`config.mk`:
```
export PLATFORM = sky130hd
export DESIGN_NAME = battery_gauge_monitor
export DESIGN_NICKNAME = d
export VERILOG_FILES = /design/src/hdl/bgm_pkg.sv /design/src/hdl/bgm_ctrl.sv /design/src/hdl/bgm_datapath.sv /design/src/hdl/battery_gauge_monitor.sv
export SDC_FILE = /design/constraint.sdc
export NUM_CORES = 1
export LEC_CHECK = 0
export BUFFER_PORTS_ARGS = -buffer_cell sky130_fd_sc_hd__buf_2
export CORE_MARGIN = 1
export CORE_UTILIZATION = 50
export CTS_CLUSTER_DIAMETER = 80
export DETAILED_ROUTE_END_ITERATION = 8
export GPL_TIMING_DRIVEN = 0
export PLACE_DENSITY = 0.77
export SLEW_MARGIN = 20
export SYNTH_ARGS = -nofsm -noshare
export SYNTH_HDL_FRONTEND = slang
export SYNTH_SLANG_ARGS = --single-unit
export TNS_END_PERCENT = 20
```
`constraint.sdc`:
```
create_clock -name aclk -period 13.6 [get_ports aclk]
set_clock_uncertainty 0.2 [all_clocks]
set_input_delay 2.72 -clock aclk [delete_from_list [all_inputs] [get_ports aclk]]
set_output_delay 2.72 -clock aclk [all_outputs]
set_load 0.02 [all_outputs]
```
`src/hdl/bgm_pkg.sv`:
```
`timescale 1ns / 1ps

package bgm_pkg;

    typedef struct packed {
        logic accept;
        logic scale;
        logic segment;
        logic finish;
    } bgm_cmd_t;

    localparam int unsigned CFG_INDEX_W = 3;
    localparam int unsigned CFG_DATA_W  = 14;

    localparam logic [CFG_INDEX_W-1:0] REG_LOW_THR   = 3'd0;
    localparam logic [CFG_INDEX_W-1:0] REG_REARM_THR = 3'd1;
    localparam logic [CFG_INDEX_W-1:0] REG_SIM_EN    = 3'd2;
    localparam logic [CFG_INDEX_W-1:0] REG_SIM_MV    = 3'd3;

    localparam logic [6:0]  LOW_THR_RESET   = 7'd10;
    localparam logic [6:0]  REARM_THR_RESET = 7'd12;

    localparam logic [1:0] SYS_SLEEP   = 2'd1;
    localparam logic [1:0] SYS_STANDBY = 2'd2;

    localparam logic [1:0] SLEEP_NONE  = 2'd0;
    localparam logic [1:0] SLEEP_LIGHT = 2'd1;
    localparam logic [1:0] SLEEP_DEEP  = 2'd2;

    // battery mv = floor(pin * 6000 / 1989), via rounded-up reciprocal
    localparam int unsigned MV_SHIFT  = 23;
    localparam int unsigned MV_MULT_W = 25;
    localparam longint unsigned MV_MULT_L =
        ((64'd1 << MV_SHIFT) * 64'd6000 + 64'd1988) / 64'd1989;
    localparam logic [MV_MULT_W-1:0] MV_MULT = MV_MULT_L[MV_MULT_W-1:0];
    localparam int unsigned MV_PROD_W = 12 + MV_MULT_W;

    // interpolation quotient by rounded-up reciprocal of twice the segment width
    localparam int unsigned DIV_SHIFT = 22;
    localparam int unsigned RECIP_W   = 15;
    localparam int unsigned RECIP_600_I = ((32'd1 << DIV_SHIFT) + 32'd599) / 32'd600;
    localparam int unsigned RECIP_300_I = ((32'd1 << DIV_SHIFT) + 32'd299) / 32'd300;
    localparam int unsigned RECIP_200_I = ((32'd1 << DIV_SHIFT) + 32'd199) / 32'd200;
    localparam logic [RECIP_W-1:0] RECIP_600 = RECIP_600_I[RECIP_W-1:0];
    localparam logic [RECIP_W-1:0] RECIP_300 = RECIP_300_I[RECIP_W-1:0];
    localparam logic [RECIP_W-1:0] RECIP_200 = RECIP_200_I[RECIP_W-1:0];

    localparam logic [13:0] BP_MV [8] = '{
        14'd3200, 14'd3500, 14'd3650, 14'd3750,
        14'd3850, 14'd3950, 14'd4050, 14'd4200
    };
    localparam logic [6:0] PCT_FULL = 7'd100;
    localparam logic [6:0] PCT_EMPTY = 7'd0;

    typedef struct packed {
        logic [13:0]        v0;
        logic [6:0]         p0;
        logic [4:0]         dp;
        logic [8:0]         dv;
        logic [RECIP_W-1:0] recip;
    } bgm_seg_t;

    function automatic bgm_seg_t seg_lookup(input logic [2:0] idx);
        bgm_seg_t s;
        case (idx)
            3'd0: s = '{v0: 14'd3200, p0: 7'd0,  dp: 5'd5,  dv: 9'd300, recip: RECIP_600};
            3'd1: s = '{v0: 14'd3500, p0: 7'd5,  dp: 5'd5,  dv: 9'd150, recip: RECIP_300};
            3'd2: s = '{v0: 14'd3650, p0: 7'd10, dp: 5'd15, dv: 9'd100, recip: RECIP_200};
            3'd3: s = '{v0: 14'd3750, p0: 7'd25, dp: 5'd25, dv: 9'd100, recip: RECIP_200};
            3'd4: s = '{v0: 14'd3850, p0: 7'd50, dp: 5'd20, dv: 9'd100, recip: RECIP_200};
            3'd5: s = '{v0: 14'd3950, p0: 7'd70, dp: 5'd15, dv: 9'd100, recip: RECIP_200};
            3'd6: s = '{v0: 14'd4050, p0: 7'd85, dp: 5'd15, dv: 9'd150, recip: RECIP_300};
            default: s = '0;
        endcase
        return s;
    endfunction

endpackage

```
`src/hdl/bgm_ctrl.sv`:
```
`timescale 1ns / 1ps

module bgm_ctrl (
    input  logic              aclk,
    input  logic              aresetn,
    input  logic              s_valid,
    output logic              s_ready,
    output logic              m_valid,
    input  logic              m_ready,
    output bgm_pkg::bgm_cmd_t cmd
);

    typedef enum logic [1:0] {
        ST_IDLE,
        ST_SCALE,
        ST_SEGMENT,
        ST_FINISH
    } state_t;

    state_t state_reg;
    logic   m_valid_reg;
    logic   out_free;

    assign out_free = !m_valid_reg || m_ready;
    assign s_ready  = (state_reg == ST_IDLE);
    assign m_valid  = m_valid_reg;

    always_comb begin
        cmd         = '0;
        cmd.accept  = (state_reg == ST_IDLE) && s_valid;
        cmd.scale   = (state_reg == ST_SCALE);
        cmd.segment = (state_reg == ST_SEGMENT);
        cmd.finish  = (state_reg == ST_FINISH) && out_free;
    end

    always_ff @(posedge aclk) begin
        if (!aresetn) begin
            state_reg   <= ST_IDLE;
            m_valid_reg <= 1'b0;
        end else begin
            if (m_valid_reg && m_ready) begin
                m_valid_reg <= 1'b0;
            end
            case (state_reg)
                ST_IDLE: begin
                    if (s_valid) begin
                        state_reg <= ST_SCALE;
                    end
                end
                ST_SCALE: begin
                    state_reg <= ST_SEGMENT;
                end
                ST_SEGMENT: begin
                    state_reg <= ST_FINISH;
                end
                ST_FINISH: begin
                    if (out_free) begin
                        m_valid_reg <= 1'b1;
                        state_reg   <= ST_IDLE;
                    end
                end
                default: begin
                    state_reg <= ST_IDLE;
                end
            endcase
        end
    end

endmodule

```
`src/hdl/bgm_datapath.sv`:
```
`timescale 1ns / 1ps

module bgm_datapath (
    input  logic                               aclk,
    input  logic                               aresetn,
    input  bgm_pkg::bgm_cmd_t                  cmd,
    input  logic                               cfg_write,
    input  logic [bgm_pkg::CFG_INDEX_W-1:0]    cfg_index,
    input  logic [bgm_pkg::CFG_DATA_W-1:0]     cfg_data,
    input  logic [11:0]                        pin_mv,
    input  logic                               charging,
    input  logic [1:0]                         system_state,
    input  logic                               sleep_ok,
    output logic [13:0]                        battery_mv,
    output logic [6:0]                         percent,
    output logic                               charge_start,
    output logic                               charge_done,
    output logic                               low_battery,
    output logic [1:0]                         sleep_action
);

    // configuration
    logic [6:0]  low_thr_reg;
    logic [6:0]  rearm_thr_reg;
    logic        sim_en_reg;
    logic [13:0] sim_mv_reg;

    // item state
    logic                          last_charging_reg;
    logic                          low_reported_reg;

    // working registers
    logic [bgm_pkg::MV_PROD_W-1:0] prod_reg;
    logic                          charging_reg;
    logic [1:0]                    sys_reg;
    logic                          allow_reg;
    logic [13:0]                   mv_reg;
    logic [12:0]                   n_reg;
    logic [bgm_pkg::RECIP_W-1:0]   recip_reg;
    logic [6:0]                    p0_reg;

    // output registers
    logic [13:0] out_mv_reg;
    logic [6:0]  out_pct_reg;
    logic        out_start_reg;
    logic        out_done_reg;
    logic        out_low_reg;
    logic [1:0]  out_sleep_reg;

    // segment stage
    logic              clamp_lo;
    logic              clamp_hi;
    logic [2:0]        seg_idx;
    bgm_pkg::bgm_seg_t seg;
    logic [8:0]        diff;
    logic [13:0]       scaled;
    logic [14:0]       n_full;

    // finishing stage
    logic [bgm_pkg::DIV_SHIFT+5:0] q_prod;
    logic [6:0]                    pct;
    logic                          ev_start;
    logic                          ev_done;
    logic                          ev_low;
    logic                          low_reported_next;
    logic [1:0]                    sleep_next;

    always_comb begin
        clamp_lo = (mv_reg <= bgm_pkg::BP_MV[0]);
        clamp_hi = (mv_reg > bgm_pkg::BP_MV[7]);
        seg_idx  = 3'd6;
        for (int i = 6; i >= 0; i--) begin
            if (mv_reg <= bgm_pkg::BP_MV[i+1]) begin
                seg_idx = 3'(i);
            end
        end
        seg    = bgm_pkg::seg_lookup(seg_idx);
        diff   = 9'(mv_reg - seg.v0);
        scaled = 14'(diff * seg.dp);
        n_full = {scaled, 1'b0} + {6'd0, seg.dv};
    end

    always_comb begin
        q_prod   = n_reg * recip_reg;
        pct      = p0_reg + {1'b0, q_prod[bgm_pkg::DIV_SHIFT+5:bgm_pkg::DIV_SHIFT]};
        ev_start = charging_reg && (!last_charging_reg || sys_reg == bgm_pkg::SYS_SLEEP);
        ev_done  = !charging_reg && last_charging_reg;
        ev_low   = (pct < low_thr_reg) && !charging_reg && !low_reported_reg;
        if (ev_low) begin
            low_reported_next = 1'b1;
        end else if ((pct >= rearm_thr_reg) || charging_reg) begin
            low_reported_next = 1'b0;
        end else begin
            low_reported_next = low_reported_reg;
        end
        sleep_next = bgm_pkg::SLEEP_NONE;
        if (allow_reg) begin
            if (sys_reg == bgm_pkg::SYS_SLEEP) begin
                sleep_next = bgm_pkg::SLEEP_DEEP;
            end else if (sys_reg == bgm_pkg::SYS_STANDBY) begin
                sleep_next = bgm_pkg::SLEEP_LIGHT;
            end
        end
    end

    always_ff @(posedge aclk) begin
        if (!aresetn) begin
            low_thr_reg       <= bgm_pkg::LOW_THR_RESET;
            rearm_thr_reg     <= bgm_pkg::REARM_THR_RESET;
            sim_en_reg        <= 1'b0;
            sim_mv_reg        <= '0;
            last_charging_reg <= 1'b0;
            low_reported_reg  <= 1'b0;
        end else begin
            if (cfg_write) begin
                case (cfg_index)
                    bgm_pkg::REG_LOW_THR:   low_thr_reg   <= cfg_data[6:0];
                    bgm_pkg::REG_REARM_THR: rearm_thr_reg <= cfg_data[6:0];
                    bgm_pkg::REG_SIM_EN:    sim_en_reg    <= cfg_data[0];
                    bgm_pkg::REG_SIM_MV:    sim_mv_reg    <= cfg_data[13:0];
                    default: ;
                endcase
            end
            if (cmd.finish) begin
                last_charging_reg <= charging_reg;
                low_reported_reg  <= low_reported_next;
            end
        end
    end

    always_ff @(posedge aclk) begin
        if (cmd.accept) begin
            prod_reg     <= {{bgm_pkg::MV_MULT_W{1'b0}}, pin_mv} *
                            {12'd0, bgm_pkg::MV_MULT};
            charging_reg <= charging;
            sys_reg      <= system_state;
            allow_reg    <= sleep_ok;
        end
        if (cmd.scale) begin
            mv_reg <= sim_en_reg ? sim_mv_reg
                                 : prod_reg[bgm_pkg::MV_SHIFT+13:bgm_pkg::MV_SHIFT];
        end
        if (cmd.segment) begin
            n_reg     <= (clamp_lo || clamp_hi) ? 13'd0 : n_full[12:0];
            recip_reg <= seg.recip;
            if (clamp_lo) begin
                p0_reg <= bgm_pkg::PCT_EMPTY;
            end else if (clamp_hi) begin
                p0_reg <= bgm_pkg::PCT_FULL;
            end else begin
                p0_reg <= seg.p0;
            end
        end
        if (cmd.finish) begin
            out_mv_reg    <= mv_reg;
            out_pct_reg   <= pct;
            out_start_reg <= ev_start;
            out_done_reg  <= ev_done;
            out_low_reg   <= ev_low;
            out_sleep_reg <= sleep_next;
        end
    end

    assign battery_mv   = out_mv_reg;
    assign percent      = out_pct_reg;
    assign charge_start = out_start_reg;
    assign charge_done  = out_done_reg;
    assign low_battery  = out_low_reg;
    assign sleep_action = out_sleep_reg;

endmodule

```
`src/hdl/battery_gauge_monitor.sv`:
```
`timescale 1ns / 1ps

// battery check monitor: each accepted check scales the divider pin voltage to battery
// millivolts (or takes the simulated value), interpolates percent over fixed breakpoints
// and raises charger, low battery and sleep events. the scaling multiply runs at the input
// transfer, then the controller steps through voltage select, segment lookup and reciprocal
// multiply, and the result is registered at the end of that last step; a new check is
// taken only once the previous one has left its last step, and a result left waiting holds
// the next check in its last step. configuration is always ready and must only be written
// while no check is in flight.
module battery_gauge_monitor (
    input  logic                            aclk,
    input  logic                            aresetn,
    input  logic                            cfg_valid,
    output logic                            cfg_ready,
    input  logic [bgm_pkg::CFG_INDEX_W-1:0] cfg_index,
    input  logic [bgm_pkg::CFG_DATA_W-1:0]  cfg_data,
    input  logic                            s_valid,
    output logic                            s_ready,
    input  logic [11:0]                     s_pin_mv,
    input  logic                            s_charging,
    input  logic [1:0]                      s_system_state,
    input  logic                            s_sleep_ok,
    output logic                            m_valid,
    input  logic                            m_ready,
    output logic [13:0]                     m_battery_mv,
    output logic [6:0]                      m_percent,
    output logic                            m_charge_start,
    output logic                            m_charge_done,
    output logic                            m_low_battery,
    output logic [1:0]                      m_sleep_action
);

    bgm_pkg::bgm_cmd_t cmd;

    assign cfg_ready = 1'b1;

    bgm_ctrl u_ctrl (
        .aclk    (aclk),
        .aresetn (aresetn),
        .s_valid (s_valid),
        .s_ready (s_ready),
        .m_valid (m_valid),
        .m_ready (m_ready),
        .cmd     (cmd)
    );

    bgm_datapath u_datapath (
        .aclk         (aclk),
        .aresetn      (aresetn),
        .cmd          (cmd),
        .cfg_write    (cfg_valid && cfg_ready),
        .cfg_index    (cfg_index),
        .cfg_data     (cfg_data),
        .pin_mv       (s_pin_mv),
        .charging     (s_charging),
        .system_state (s_system_state),
        .sleep_ok     (s_sleep_ok),
        .battery_mv   (m_battery_mv),
        .percent      (m_percent),
        .charge_start (m_charge_start),
        .charge_done  (m_charge_done),
        .low_battery  (m_low_battery),
        .sleep_action (m_sleep_action)
    );

endmodule

```
==> results.md, run 1 <==
| Parameter | This run | Unit |
| --- | --- | --- |
| Sequential share of the synthesized area | 20.8 | % |
| CTS HTree Levels | 4 | - |
| Worst max-slew margin expressed relative to the limit | 38.9 | % |
| Number of filler instances in the final layout | 2541 | - |
| CTS Root Cell | sky130_fd_sc_hd__clkbuf_16 | - |
| TritonCTS clock tree | built | - |
| Number of buffers created by CTS | 17 | - |
| Total negative setup slack | 0 | ns |
| Async set-or-reset flop fraction in the synthesized netlist | 0 | % |
| Timing-limited maximum frequency | 118 | MHz |
| Final count of hold timing violations | 0 | - |
| Synthesized area | 15400 | um^2 |
| Number of antenna violations at the first check in global routing | 0 | - |
| Number of nets in the finished design | 2108 | - |
| Number of gates resized after cts | 0 | - |
| Primary flip-flop cell chosen by synthesis mapping | sky130_fd_sc_hd__edfxtp_1 | - |
| CP most frequent cell | sky130_fd_sc_hd__fa_1 | - |
| Length of the first detailed-routing pass in iterations | 5 | - |
| Cell taking the most area after synthesis | sky130_fd_sc_hd__fa_1 | - |
| DRC Markers | 0 | - |
| Max Root-Sink Buffers | 2 | - |
| Die Span Y | 178 | um |
| Critical path arrival | 8.62 | ns |
| Setup repair after global routing missed its margin | false | - |
| Total Die Area | 31500 | um^2 |
| Core footprint | 30000 | um^2 |
| Required time of the critical path | 13.77 | ns |
| Number of inserted diodes | 0 | - |
| Endpoint kind of the worst setup timing path | flop | - |
| Setup fix buffers added after clock tree synthesis | 0 | - |
| Die W | 178 | um |
| Total wire length after detailed routing | 32300 | um |
| Clock latency on the worst-skew pair | 0.43 | ns |
| HP Class | reg2reg | - |
| Share of layout cells above drive strength 1 | 8.32 | % |
| Number of buffers inserted for hold repair after clock tree synthesis | 0 | - |
| Worst Setup Start Kind | flop | - |
| Total area of multi-input combinational cells | 10900 | um^2 |
| Worst-path clk slew | 0.06 | ns |
| Average wire per cell in the routed design | 16.0 | um |
| Reg2reg setup slack | 5.15 | ns |
| Final-report max-slew violation count | 0 | - |
| Slowest-stage cell, CP | sky130_fd_sc_hd__fa_1 | - |
| Number of synthesized flops with an enable pin | 84 | - |
| Synthesis Warnings | 0 | - |
| Area occupied by registers | 3200 | um^2 |
| Worst slew pin tran | 0.907 | ns |
| Residual antenna-violating net count after detailed routing | 0 | - |
| Final HPWL DP | 27500 | um |
| Mean instance size in the synthesized netlist | 10.0 | um^2 |
| Crit path largest cell delay | 0.58 | ns |
| Kind of critical path | reg2reg | - |
| Count of routing violations after the opening detailed-route iteration | 752 | - |
| Global route total overflow | 0 | - |
| Area share of the leading cell type in the synthesized netlist | 27.4 | % |
| Biggest fanout along the worst timing path | 10 | - |
| Flip-flop and latch count after synthesis | 118 | - |
| Count of input and output buffers | 64 | - |
| Top-Level Pins | 67 | - |
| Number of global-route vias before repair | 11.2k | - |
| Via total after detailed routing | 10.7k | - |
| Commonest non-fill, non-tap cell in the layout | sky130_fd_sc_hd__inv_1 | - |
| Share of the cycle needed by the critical path after routing | 62.2 | % |
| Number of unique standard cell types used by synthesis | 66 | - |
| Final critical delay including setup and external delays | 8.45 | ns |
| Synthesis-to-finish area growth | 9.29 | % |
| Starting density of the core | 51.4 | % |
| Largest net degree at the start of global routing | 28 | - |
| Avg Vias per Cell | 5.30 | - |
| Most frequent cells in the layout | sky130_fd_sc_hd__inv_1 (328), sky130_fd_sc_hd__ha_1 (236), sky130_fd_sc_hd__fa_1 (211) | - |
| Number of cell rows | 63 | - |
| Setup violations, final | 0 | - |
| Global-route wire length before repair | 54100 | um |
| Max cap viols | 0 | - |
| Number of sinks handled by clock tree synthesis | 118 | - |
| Result of the run | completed | - |
| Overall global routing resource usage | 21.9 | % |
| Synthesized instance count | 1535 | - |
| Final Wtd Congestion | 0.949 | - |
| Area contributors post-synth | sky130_fd_sc_hd__fa_1 (27%), sky130_fd_sc_hd__ha_1 (19%), sky130_fd_sc_hd__edfxtp_1 (16%) | - |
==> routing by layer <==
layer / routed length (um) / GRT usage [%] / part of all wire (%) / vias up
li1: - / - / - / 5138
met1: 13900 / 28.0 / 43 / 5261
met2: 16300 / 38.8 / 50 / 295
met3: 1570 / 2.49 / 4.9 / 38
met4: 577 / 6.27 / 1.8 / 0
met5: 0 / 0 / 0 / -
==> layout make-up <==
class                           count  area share, %
Tap cell                          390           2.90
Sequential cell                   118           19.0
Buffer                             29          0.728
Clock buffer                       17           2.53
Timing Repair Buffer               65           2.02
Inverter                          328           7.31
Multi-Input combinational cell   1063           64.6
Clock inverter                     15          0.929
==> stage by stage <==
stage | worst slack [ns] | utilization [%] | hold WS, ns | std cells | cell area [um^2]
after detailed placement | 5.20 | 54.3 | 0.242 | 1993 | 16300
after floorplan | 6.17 | - | 0.224 | 1538 | 15400
after global routing | 4.66 | 56.2 | 0.258 | 2025 | 16800
after global placement | 5.28 | 54.2 | 0.234 | 1992 | 16200
after CTS | 5.15 | 56.2 | 0.254 | 2025 | 16800
final | 5.15 | 56.2 | 0.255 | 2025 | 16800
==> synthesized netlist by cell type, types with 23 or more instances <==
master and number:
sky130_fd_sc_hd__a21oi_1 55, sky130_fd_sc_hd__nor2b_1 23, sky130_fd_sc_hd__a21o_1 24, sky130_fd_sc_hd__edfxtp_1 84, sky130_fd_sc_hd__nand2_1 118, sky130_fd_sc_hd__nor2_1 92, sky130_fd_sc_hd__and2_1 39, sky130_fd_sc_hd__inv_1 328
sky130_fd_sc_hd__ha_1 237, sky130_fd_sc_hd__fa_1 211, sky130_fd_sc_hd__dfxtp_1 34, sky130_fd_sc_hd__xnor2_1 34
==> worst max-delay path, delay by kind of cell, from the launching register on <==
kind            cells  cell delay [ns]
simple gates        4             0.52
fa+ha+maj           9             3.95
compound gates      9             2.27
xor+xnor            2             0.47
flops               1             0.38
buf+inv             4             0.62
==> path summary, 6_finish.rpt <==
kind,end,start,cells past startpoint
setup / recovery,u_datapath.low_reported_reg,u_datapath.recip_reg[12],28
hold / removal,u_datapath.battery_mv[8],u_datapath.mv_reg[8],0
setup reg to reg,u_datapath.low_reported_reg,u_datapath.recip_reg[12],28
hold reg to reg,u_datapath.battery_mv[8],u_datapath.mv_reg[8],0
==> cell families after synthesis <==
| family | Yosys count | share of synthesized area, % |
|---|---|---|
| and+or+nand+nor | 361 | 11.2 |
| AOI/OAI and AO/OA | 176 | 7.81 |
| adders and majority gates | 448 | 46.7 |
| xor gates and xnor gates | 49 | 2.96 |
| other | 1 | 0.0243 |
| DFF | 118 | 20.8 |
| muxes | 25 | 1.74 |
| buffers and inverters | 357 | 8.79 |
Power of run 1 is left out: the tool's default activity adds up to more than one toggle a clock period on the data nets, which glitch-free logic cannot reach.
==> run 2, diff against run 1 <==
==> constraint.sdc (replaced) <==
create_clock -name aclk -period 8.2 [get_ports aclk]
set_clock_uncertainty 0.2 [all_clocks]
set_input_delay 1.64 -clock aclk [delete_from_list [all_inputs] [get_ports aclk]]
set_output_delay 1.64 -clock aclk [all_outputs]
set_load 0.02 [all_outputs]
==> results.md, run 2 (synthesis results as in run 1) <==
| Parameter | This run | Unit | Delta |
| --- | --- | --- | --- |
| Largest net degree at the start of global routing | 28 | - | unchanged |
| Worst max-slew margin expressed relative to the limit | 40.2 | % | +1.3 points |
| Average wire per cell in the routed design | 16.2 | um | +1.2% |
| Final-report max-slew violation count | 0 | - | unchanged |
| CTS Root Cell | sky130_fd_sc_hd__clkbuf_16 | - |  |
| Overall global routing resource usage | 21.9 | % | +0.047 points |
| Result of the run | completed | - |  |
| Count of routing violations after the opening detailed-route iteration | 783 | - | +4.1% |
| Top-Level Pins | 67 | - | unchanged |
| Placed cell count | 1993 | - | unchanged |
| Count of input and output buffers | 64 | - | unchanged |
| Via total after detailed routing | 10.8k | - | +0.83% |
| Reg2reg setup slack | 0.29 | ns | -4.86 ns |
| Number of inserted diodes | 0 | - | unchanged |
| Crit Reg-Reg Endpoint | u_datapath.low_reported_reg | - |  |
| Number of cells in the finished layout apart from fillers | 2029 | - | +0.20% |
| Endpoint kind of the worst setup timing path | flop | - |  |
| Beginning of the worst register-to-register path | u_datapath.recip_reg[5] | - |  |
| Share of layout cells above drive strength 1 | 10.0 | % | +1.7 points |
| Setup violations, final | 0 | - | unchanged |
| Worst Hold Path EP | u_datapath.sim_mv_reg[12] | - |  |
| Most frequent cells in the layout | sky130_fd_sc_hd__inv_1 (328), sky130_fd_sc_hd__ha_1 (236), sky130_fd_sc_hd__fa_1 (211) | - |  |
| Length of the first detailed-routing pass in iterations | 6 | - | +1 |
| Total area of multi-input combinational cells | 11000 | um^2 | +1.2% |
| Number of global-route vias before repair | 11.2k | - | +0.12% |
| Global route total overflow | 0 | - | unchanged |
| Number of filler instances in the final layout | 2525 | - | -0.63% |
| Total negative setup slack | 0 | ns | unchanged |
| Number of cell rows | 63 | - | unchanged |
| Critical path arrival | 8.08 | ns | -0.54 ns |
| Final critical delay including setup and external delays | 7.91 | ns | -0.544 ns |
| Number of antenna violations at the first check in global routing | 0 | - | unchanged |
| Global-route wire length before repair | 54200 | um | +0.19% |
| Worst Setup Start Kind | flop | - |  |
| Number of buffers created by CTS | 17 | - | unchanged |
| Commonest non-fill, non-tap cell in the layout | sky130_fd_sc_hd__inv_1 | - |  |
| Biggest fanout along the worst timing path | 10 | - | unchanged |
| Worst-path clk slew | 0.07 | ns | about the same |
| Required time of the critical path | 8.37 | ns | -5.40 ns |
| CP most frequent cell | sky130_fd_sc_hd__fa_1 | - |  |
| Worst hold slack | 0.268 | ns | +0.0127 ns |
| Setup repair after global routing missed its margin | true | - |  |
| Total wire length after detailed routing | 32800 | um | +1.4% |
| Die W | 178 | um | unchanged |
| Max cap viols | 0 | - | unchanged |
| Slowest-stage cell, CP | sky130_fd_sc_hd__fa_1 | - |  |
| CTS HTree Levels | 4 | - | unchanged |
| Final count of hold timing violations | 0 | - | unchanged |
| Starting density of the core | 51.4 | % | unchanged |
| Worst hold stages | 2 | - | +2 |
| Residual antenna-violating net count after detailed routing | 0 | - | unchanged |
| Core footprint | 30000 | um^2 | unchanged |
| Hold Path Origin | u_datapath.sim_mv_reg[12] | - |  |
| Max Root-Sink Buffers | 2 | - | unchanged |
| Total Die Area | 31500 | um^2 | unchanged |
| Die Span Y | 178 | um | unchanged |
| Kind of critical path | reg2reg | - |  |
| HP Class | reg2reg | - |  |
| Reg2reg path depth | 29 | - | +3.6% |
| Number of nets in the finished design | 2112 | - | +0.19% |
| DRC Markers | 0 | - | unchanged |
| Synthesis-to-finish area growth | 10.4 | % |  |
| Number of sinks handled by clock tree synthesis | 118 | - | unchanged |
| Share of the cycle needed by the critical path after routing | 96.5 | % | +34 points |
| Worst slew pin tran | 0.888 | ns | -0.0195 ns |
| Clock latency on the worst-skew pair | 0.43 | ns | about the same |
| Final HPWL DP | 27500 | um | unchanged |
| Area occupied by registers | 3200 | um^2 | unchanged |
| Crit path largest cell delay | 0.55 | ns | -0.03 ns |
| TritonCTS clock tree | built | - |  |
| Timing-limited maximum frequency | 126 | MHz | +6.9% |
| Final Wtd Congestion | 0.949 | - | unchanged |
| Avg Vias per Cell | 5.33 | - | +0.63% |
[run 2: changes by cell type in the layout (fill, tap and decap cells not counted), moves of 2 or more]
cell,change
sky130_fd_sc_hd__a2111oi_4,+2
sky130_fd_sc_hd__buf_4,+5
sky130_fd_sc_hd__clkbuf_1,-8
sky130_fd_sc_hd__clkbuf_2,+6
sky130_fd_sc_hd__nor2_1,-2
sky130_fd_sc_hd__nor2_2,+2
sky130_fd_sc_hd__o31ai_1,-2
sky130_fd_sc_hd__o31ai_2,+2
sky130_fd_sc_hd__xnor2_1,-4
sky130_fd_sc_hd__xnor2_2,+4
sky130_fd_sc_hd__xor2_1,-3
sky130_fd_sc_hd__xor2_2,+3
[run 2: final cells by class]
type,instances,area share [%]
plain buffers,28,0.765
clock buffers,17,2.50
clock inverters,15,0.919
inverters,328,7.24
multi-input cells,1063,64.7
flip-flops and latches,118,18.8
well taps,390,2.87
repair buffers,70,2.22
[run 2: worst max-delay path by stage]
stage                        startpoint                          end  slack, ns  cells past startpoint
4_1_cts         u_datapath.recip_reg[8]  u_datapath.low_reported_reg      0.002                     28
5_1_grt        u_datapath.recip_reg[12]  u_datapath.low_reported_reg      -0.05                     28
6_report        u_datapath.recip_reg[5]  u_datapath.low_reported_reg       0.29                     29
2_1_floorplan  u_datapath.recip_reg[12]  u_datapath.low_reported_reg       0.88                     26
3_3_place_gp   u_datapath.recip_reg[12]  u_datapath.low_reported_reg      -0.12                     28
3_5_place_dp   u_datapath.recip_reg[12]  u_datapath.low_reported_reg      -0.20                     28
[run 2: per-stage QoR]
step	worst slack, ns	utilization [%]	area [um^2]
after floorplan	0.881	-	15400
after global placement	-0.121	54.2	16200
after detailed placement	-0.200	54.3	16300
after CTS	0.00224	56.3	16900
after global routing	-0.0528	56.8	17000
final	0.290	56.8	17000
[run 2: layer usage]
metal	GRT usage (%)	wire length [um]	vias up
li1	-	-	5142
met1	28.0	14000	5326
met2	38.9	16600	298
met3	2.49	1450	55
met4	6.34	725	0
met5	0	0	-
[run 2: worst max-delay path, delay by kind of cell, from the launching register on]
kind	cells	cell delay (ns)
flops	1	0.41
compound gates	10	2.17
fa+ha+maj	9	3.79
buf+inv	4	0.42
simple gates	4	0.52
xor+xnor	2	0.34
[run 2: what timing repair did]
| item | in CTS | in global routing |
|---|---|---|
| setup buffers | 0 | 5 |
| endpoints found under the setup margin | 3 | 4 |
| hold endpoints to repair | 0 | 0 |
| resized for setup | 4 | 30 |
| hold buffers | 0 | 0 |
| pin swaps | 0 | 2 |
Power of run 2 is left out for the same reason.
==> run 3, diff against run 2 <==
--- a/config.mk
+++ b/config.mk
@@ -15,5 +15,6 @@
 export SLEW_MARGIN = 20
 export SYNTH_ARGS = -nofsm -noshare
 export SYNTH_HDL_FRONTEND = slang
+export SYNTH_HIERARCHICAL = 1
 export SYNTH_SLANG_ARGS = --single-unit
 export TNS_END_PERCENT = 20
==> results.md, run 3 <==
| Parameter | This run | Unit | Delta |
| --- | --- | --- | --- |
| Finished layout cell area | 16900 | um^2 | -0.69% |
| Number of global-route vias before repair | 11.4k | - | +1.5% |
| Setup violations, final | 0 | - | unchanged |
| HP Class | reg2reg | - |  |
| Number of unique standard cell types used by synthesis | 72 | - | +9.1% |
| Die W | 177 | um | about the same |
| Number of buffers created by CTS | 17 | - | unchanged |
| Most frequent cell after synthesis | sky130_fd_sc_hd__inv_1 | - |  |
| Critical path arrival | 8.17 | ns | +0.09 ns |
| Number of cell rows | 63 | - | unchanged |
| Worst slew pin tran | 1.00 | ns | +0.115 ns |
| Synthesis-to-finish area growth | 9.85 | % |  |
| Die Span Y | 177 | um | about the same |
| Setup repair after global routing missed its margin | true | - |  |
| Share of layout cells above drive strength 1 | 9.87 | % | -0.14 points |
| Worst-path clk slew | 0.06 | ns | about the same |
| Flip-flop and latch count after synthesis | 118 | - | unchanged |
| Global route total overflow | 0 | - | unchanged |
| Cell taking the most area after synthesis | sky130_fd_sc_hd__fa_1 | - |  |
| Primary flip-flop cell chosen by synthesis mapping | sky130_fd_sc_hd__edfxtp_1 | - |  |
| Final count of hold timing violations | 0 | - | unchanged |
| Number of sinks handled by clock tree synthesis | 118 | - | unchanged |
| TritonCTS clock tree | built | - |  |
| Worst Setup Start Kind | flop | - |  |
| Kind of critical path | reg2reg | - |  |
| Worst max-slew margin expressed relative to the limit | 32.5 | % | -7.7 points |
| Length of the first detailed-routing pass in iterations | 5 | - | -1 |
| Final critical delay including setup and external delays | 8.05 | ns | +0.144 ns |
| Avg Vias per Cell | 5.33 | - | -0.14% |
| Cell area reported after detailed placement | 16200 | um^2 | -0.13% |
| Required time of the critical path | 8.32 | ns | -0.05 ns |
| Synthesis Warnings | 6 | - | +6 |
| Biggest fanout along the worst timing path | 10 | - | unchanged |
| Final HPWL DP | 26900 | um | -2.0% |
| CTS Root Cell | sky130_fd_sc_hd__clkbuf_16 | - |  |
| Synthesized area | 15400 | um^2 | -0.19% |
| Area share of the leading cell type in the synthesized netlist | 27.5 | % | +0.054 points |
| Area contributors post-synth | sky130_fd_sc_hd__fa_1 (27%), sky130_fd_sc_hd__ha_1 (19%), sky130_fd_sc_hd__edfxtp_1 (16%) | - |  |
| Clock latency on the worst-skew pair | 0.41 | ns | -0.02 ns |
| Number of synthesized flops with an enable pin | 84 | - | unchanged |
| Placed cell count | 1977 | - | -0.80% |
| Async set-or-reset flop fraction in the synthesized netlist | 0 | % | unchanged |
| Count of routing violations after the opening detailed-route iteration | 924 | - | +18% |
| Sequential share of the synthesized area | 20.8 | % | +0.041 points |
| Top-Level Pins | 67 | - | unchanged |
| DRC Markers | 0 | - | unchanged |
| Core footprint | 30000 | um^2 | unchanged |
| Number of cells in the finished layout apart from fillers | 2011 | - | -0.89% |
| Total negative setup slack | 0 | ns | unchanged |
| CTS HTree Levels | 4 | - | unchanged |
| Synthesized instance count | 1519 | - | -1.0% |
| Result of the run | completed | - |  |
| Crit path largest cell delay | 0.58 | ns | +0.03 ns |
| Share of the cycle needed by the critical path after routing | 98.2 | % | +1.8 points |
| Slowest-stage cell, CP | sky130_fd_sc_hd__fa_1 | - |  |
| Max cap viols | 0 | - | unchanged |
| Commonest non-fill, non-tap cell in the layout | sky130_fd_sc_hd__inv_1 | - |  |
| Endpoint kind of the worst setup timing path | flop | - |  |
| Overall global routing resource usage | 22.2 | % | +0.29 points |
| Starting density of the core | 51.3 | % | -0.10 points |
| Most frequent cells in the layout | sky130_fd_sc_hd__inv_1 (326), sky130_fd_sc_hd__ha_1 (234), sky130_fd_sc_hd__fa_1 (210) | - |  |
| Commonest cells in the netlist | sky130_fd_sc_hd__inv_1 (326), sky130_fd_sc_hd__ha_1 (236), sky130_fd_sc_hd__fa_1 (211) | - |  |
| Number of filler instances in the final layout | 2480 | - | -1.8% |
| Timing-limited maximum frequency | 124 | MHz | -1.8% |
| Via total after detailed routing | 10.7k | - | -1.0% |
| Number of antenna violations at the first check in global routing | 0 | - | unchanged |
| Count of input and output buffers | 65 | - | +1.6% |
| Max Root-Sink Buffers | 2 | - | unchanged |
| Largest net degree at the start of global routing | 28 | - | unchanged |
| Number of inserted diodes | 0 | - | unchanged |
| Final Wtd Congestion | 0.927 | - | -2.3% |
| Residual antenna-violating net count after detailed routing | 0 | - | unchanged |
| Average wire per cell in the routed design | 16.4 | um | +1.3% |
| CP most frequent cell | sky130_fd_sc_hd__inv_1 | - |  |
| Final-report max-slew violation count | 0 | - | unchanged |
| Total wire length after detailed routing | 32900 | um | +0.39% |
| Number of nets in the finished design | 2093 | - | -0.90% |
| Global-route wire length before repair | 54900 | um | +1.4% |
| Total Die Area | 31500 | um^2 | -0.19% |
| Mean instance size in the synthesized netlist | 10.1 | um^2 | +0.86% |
[run 3: final cells by class]
class / instances / area (um^2) / share of cell area, %
buffer: 24 / 120 / 0.711
timing repair buffer: 68 / 368 / 2.18
sequential: 118 / 3200 / 19.0
clock inverter: 14 / 129 / 0.763
tap: 390 / 488 / 2.89
inverter: 326 / 1220 / 7.24
multi-input combinational: 1053 / 10900 / 64.7
clock buffer: 18 / 429 / 2.54
[run 3: cell families (layout without fill, tap and decap cells)]
family / after synthesis / after routing / synth area share, %
flip-flops: 118 / 118 / 20.8
other: 2 / 4 / 0.0488
adder cells (fa/ha/maj): 447 / 447 / 46.7
AO/OA/AOI/OAI: 189 / 189 / 8.56
AND/OR/NAND/NOR: 341 / 341 / 10.8
multiplexers: 26 / 26 / 1.81
XOR/XNOR: 46 / 46 / 2.62
buffers and inverters: 350 / 450 / 8.63
[run 3: through the flow]
| step | setup WS (ns) | hold WS, ns | util (%) |
|---|---|---|---|
| 2_1_floorplan | 0.664 | 0.236 | - |
| 5_1_grt | -0.127 | 0.279 | 56.4 |
| 3_3_place_gp | -0.426 | 0.248 | 54.1 |
| 6_report | 0.146 | 0.261 | 56.4 |
| 3_5_place_dp | -0.460 | 0.258 | 54.2 |
| 4_1_cts | 0.0326 | 0.266 | 56.2 |
[run 3: critical path, delay by kind of cell (launching register included)]
| family | cells | cell delay (ns) |
|---|---|---|
| xor gates and xnor gates | 1 | 0.18 |
| DFF | 1 | 0.46 |
| adders and majority gates | 9 | 3.93 |
| buffers and inverters | 7 | 0.60 |
| AOI/OAI and AO/OA | 11 | 1.83 |
| and+or+nand+nor | 3 | 0.77 |
[run 3: final timing paths]
kind                                                start                     endpoint  slack [ns]  depth (start not counted)
worst min register to register  u_datapath/sim_mv_reg[12]    u_datapath/sim_mv_reg[12]        0.26                          2
worst max register to register    u_datapath/recip_reg[9]  u_datapath/low_reported_reg        0.15                         31
worst max-delay path              u_datapath/recip_reg[9]  u_datapath/low_reported_reg        0.15                         31
worst min-delay path            u_datapath/sim_mv_reg[12]    u_datapath/sim_mv_reg[12]        0.26                          2
[run 3: timing repair]
action                                 CTS  global route
hold buffers                             0             0
pin swaps                                1             4
setup endpoints to repair                2             3
endpoints found under the hold margin    0             0
resized for setup                       13            18
setup buffers                            1             1
[run 3: per-layer routing]
metal  GRT usage, %  part of all wire (%)  vias to the layer above
met5              0                     0                        -
met4           6.02                   2.3                        0
met3           3.11                   4.5                       66
met2           40.4                    52                      303
met1           27.3                    42                     5249
li1               -                     -                     5092
Power of run 3 is left out for the same reason.
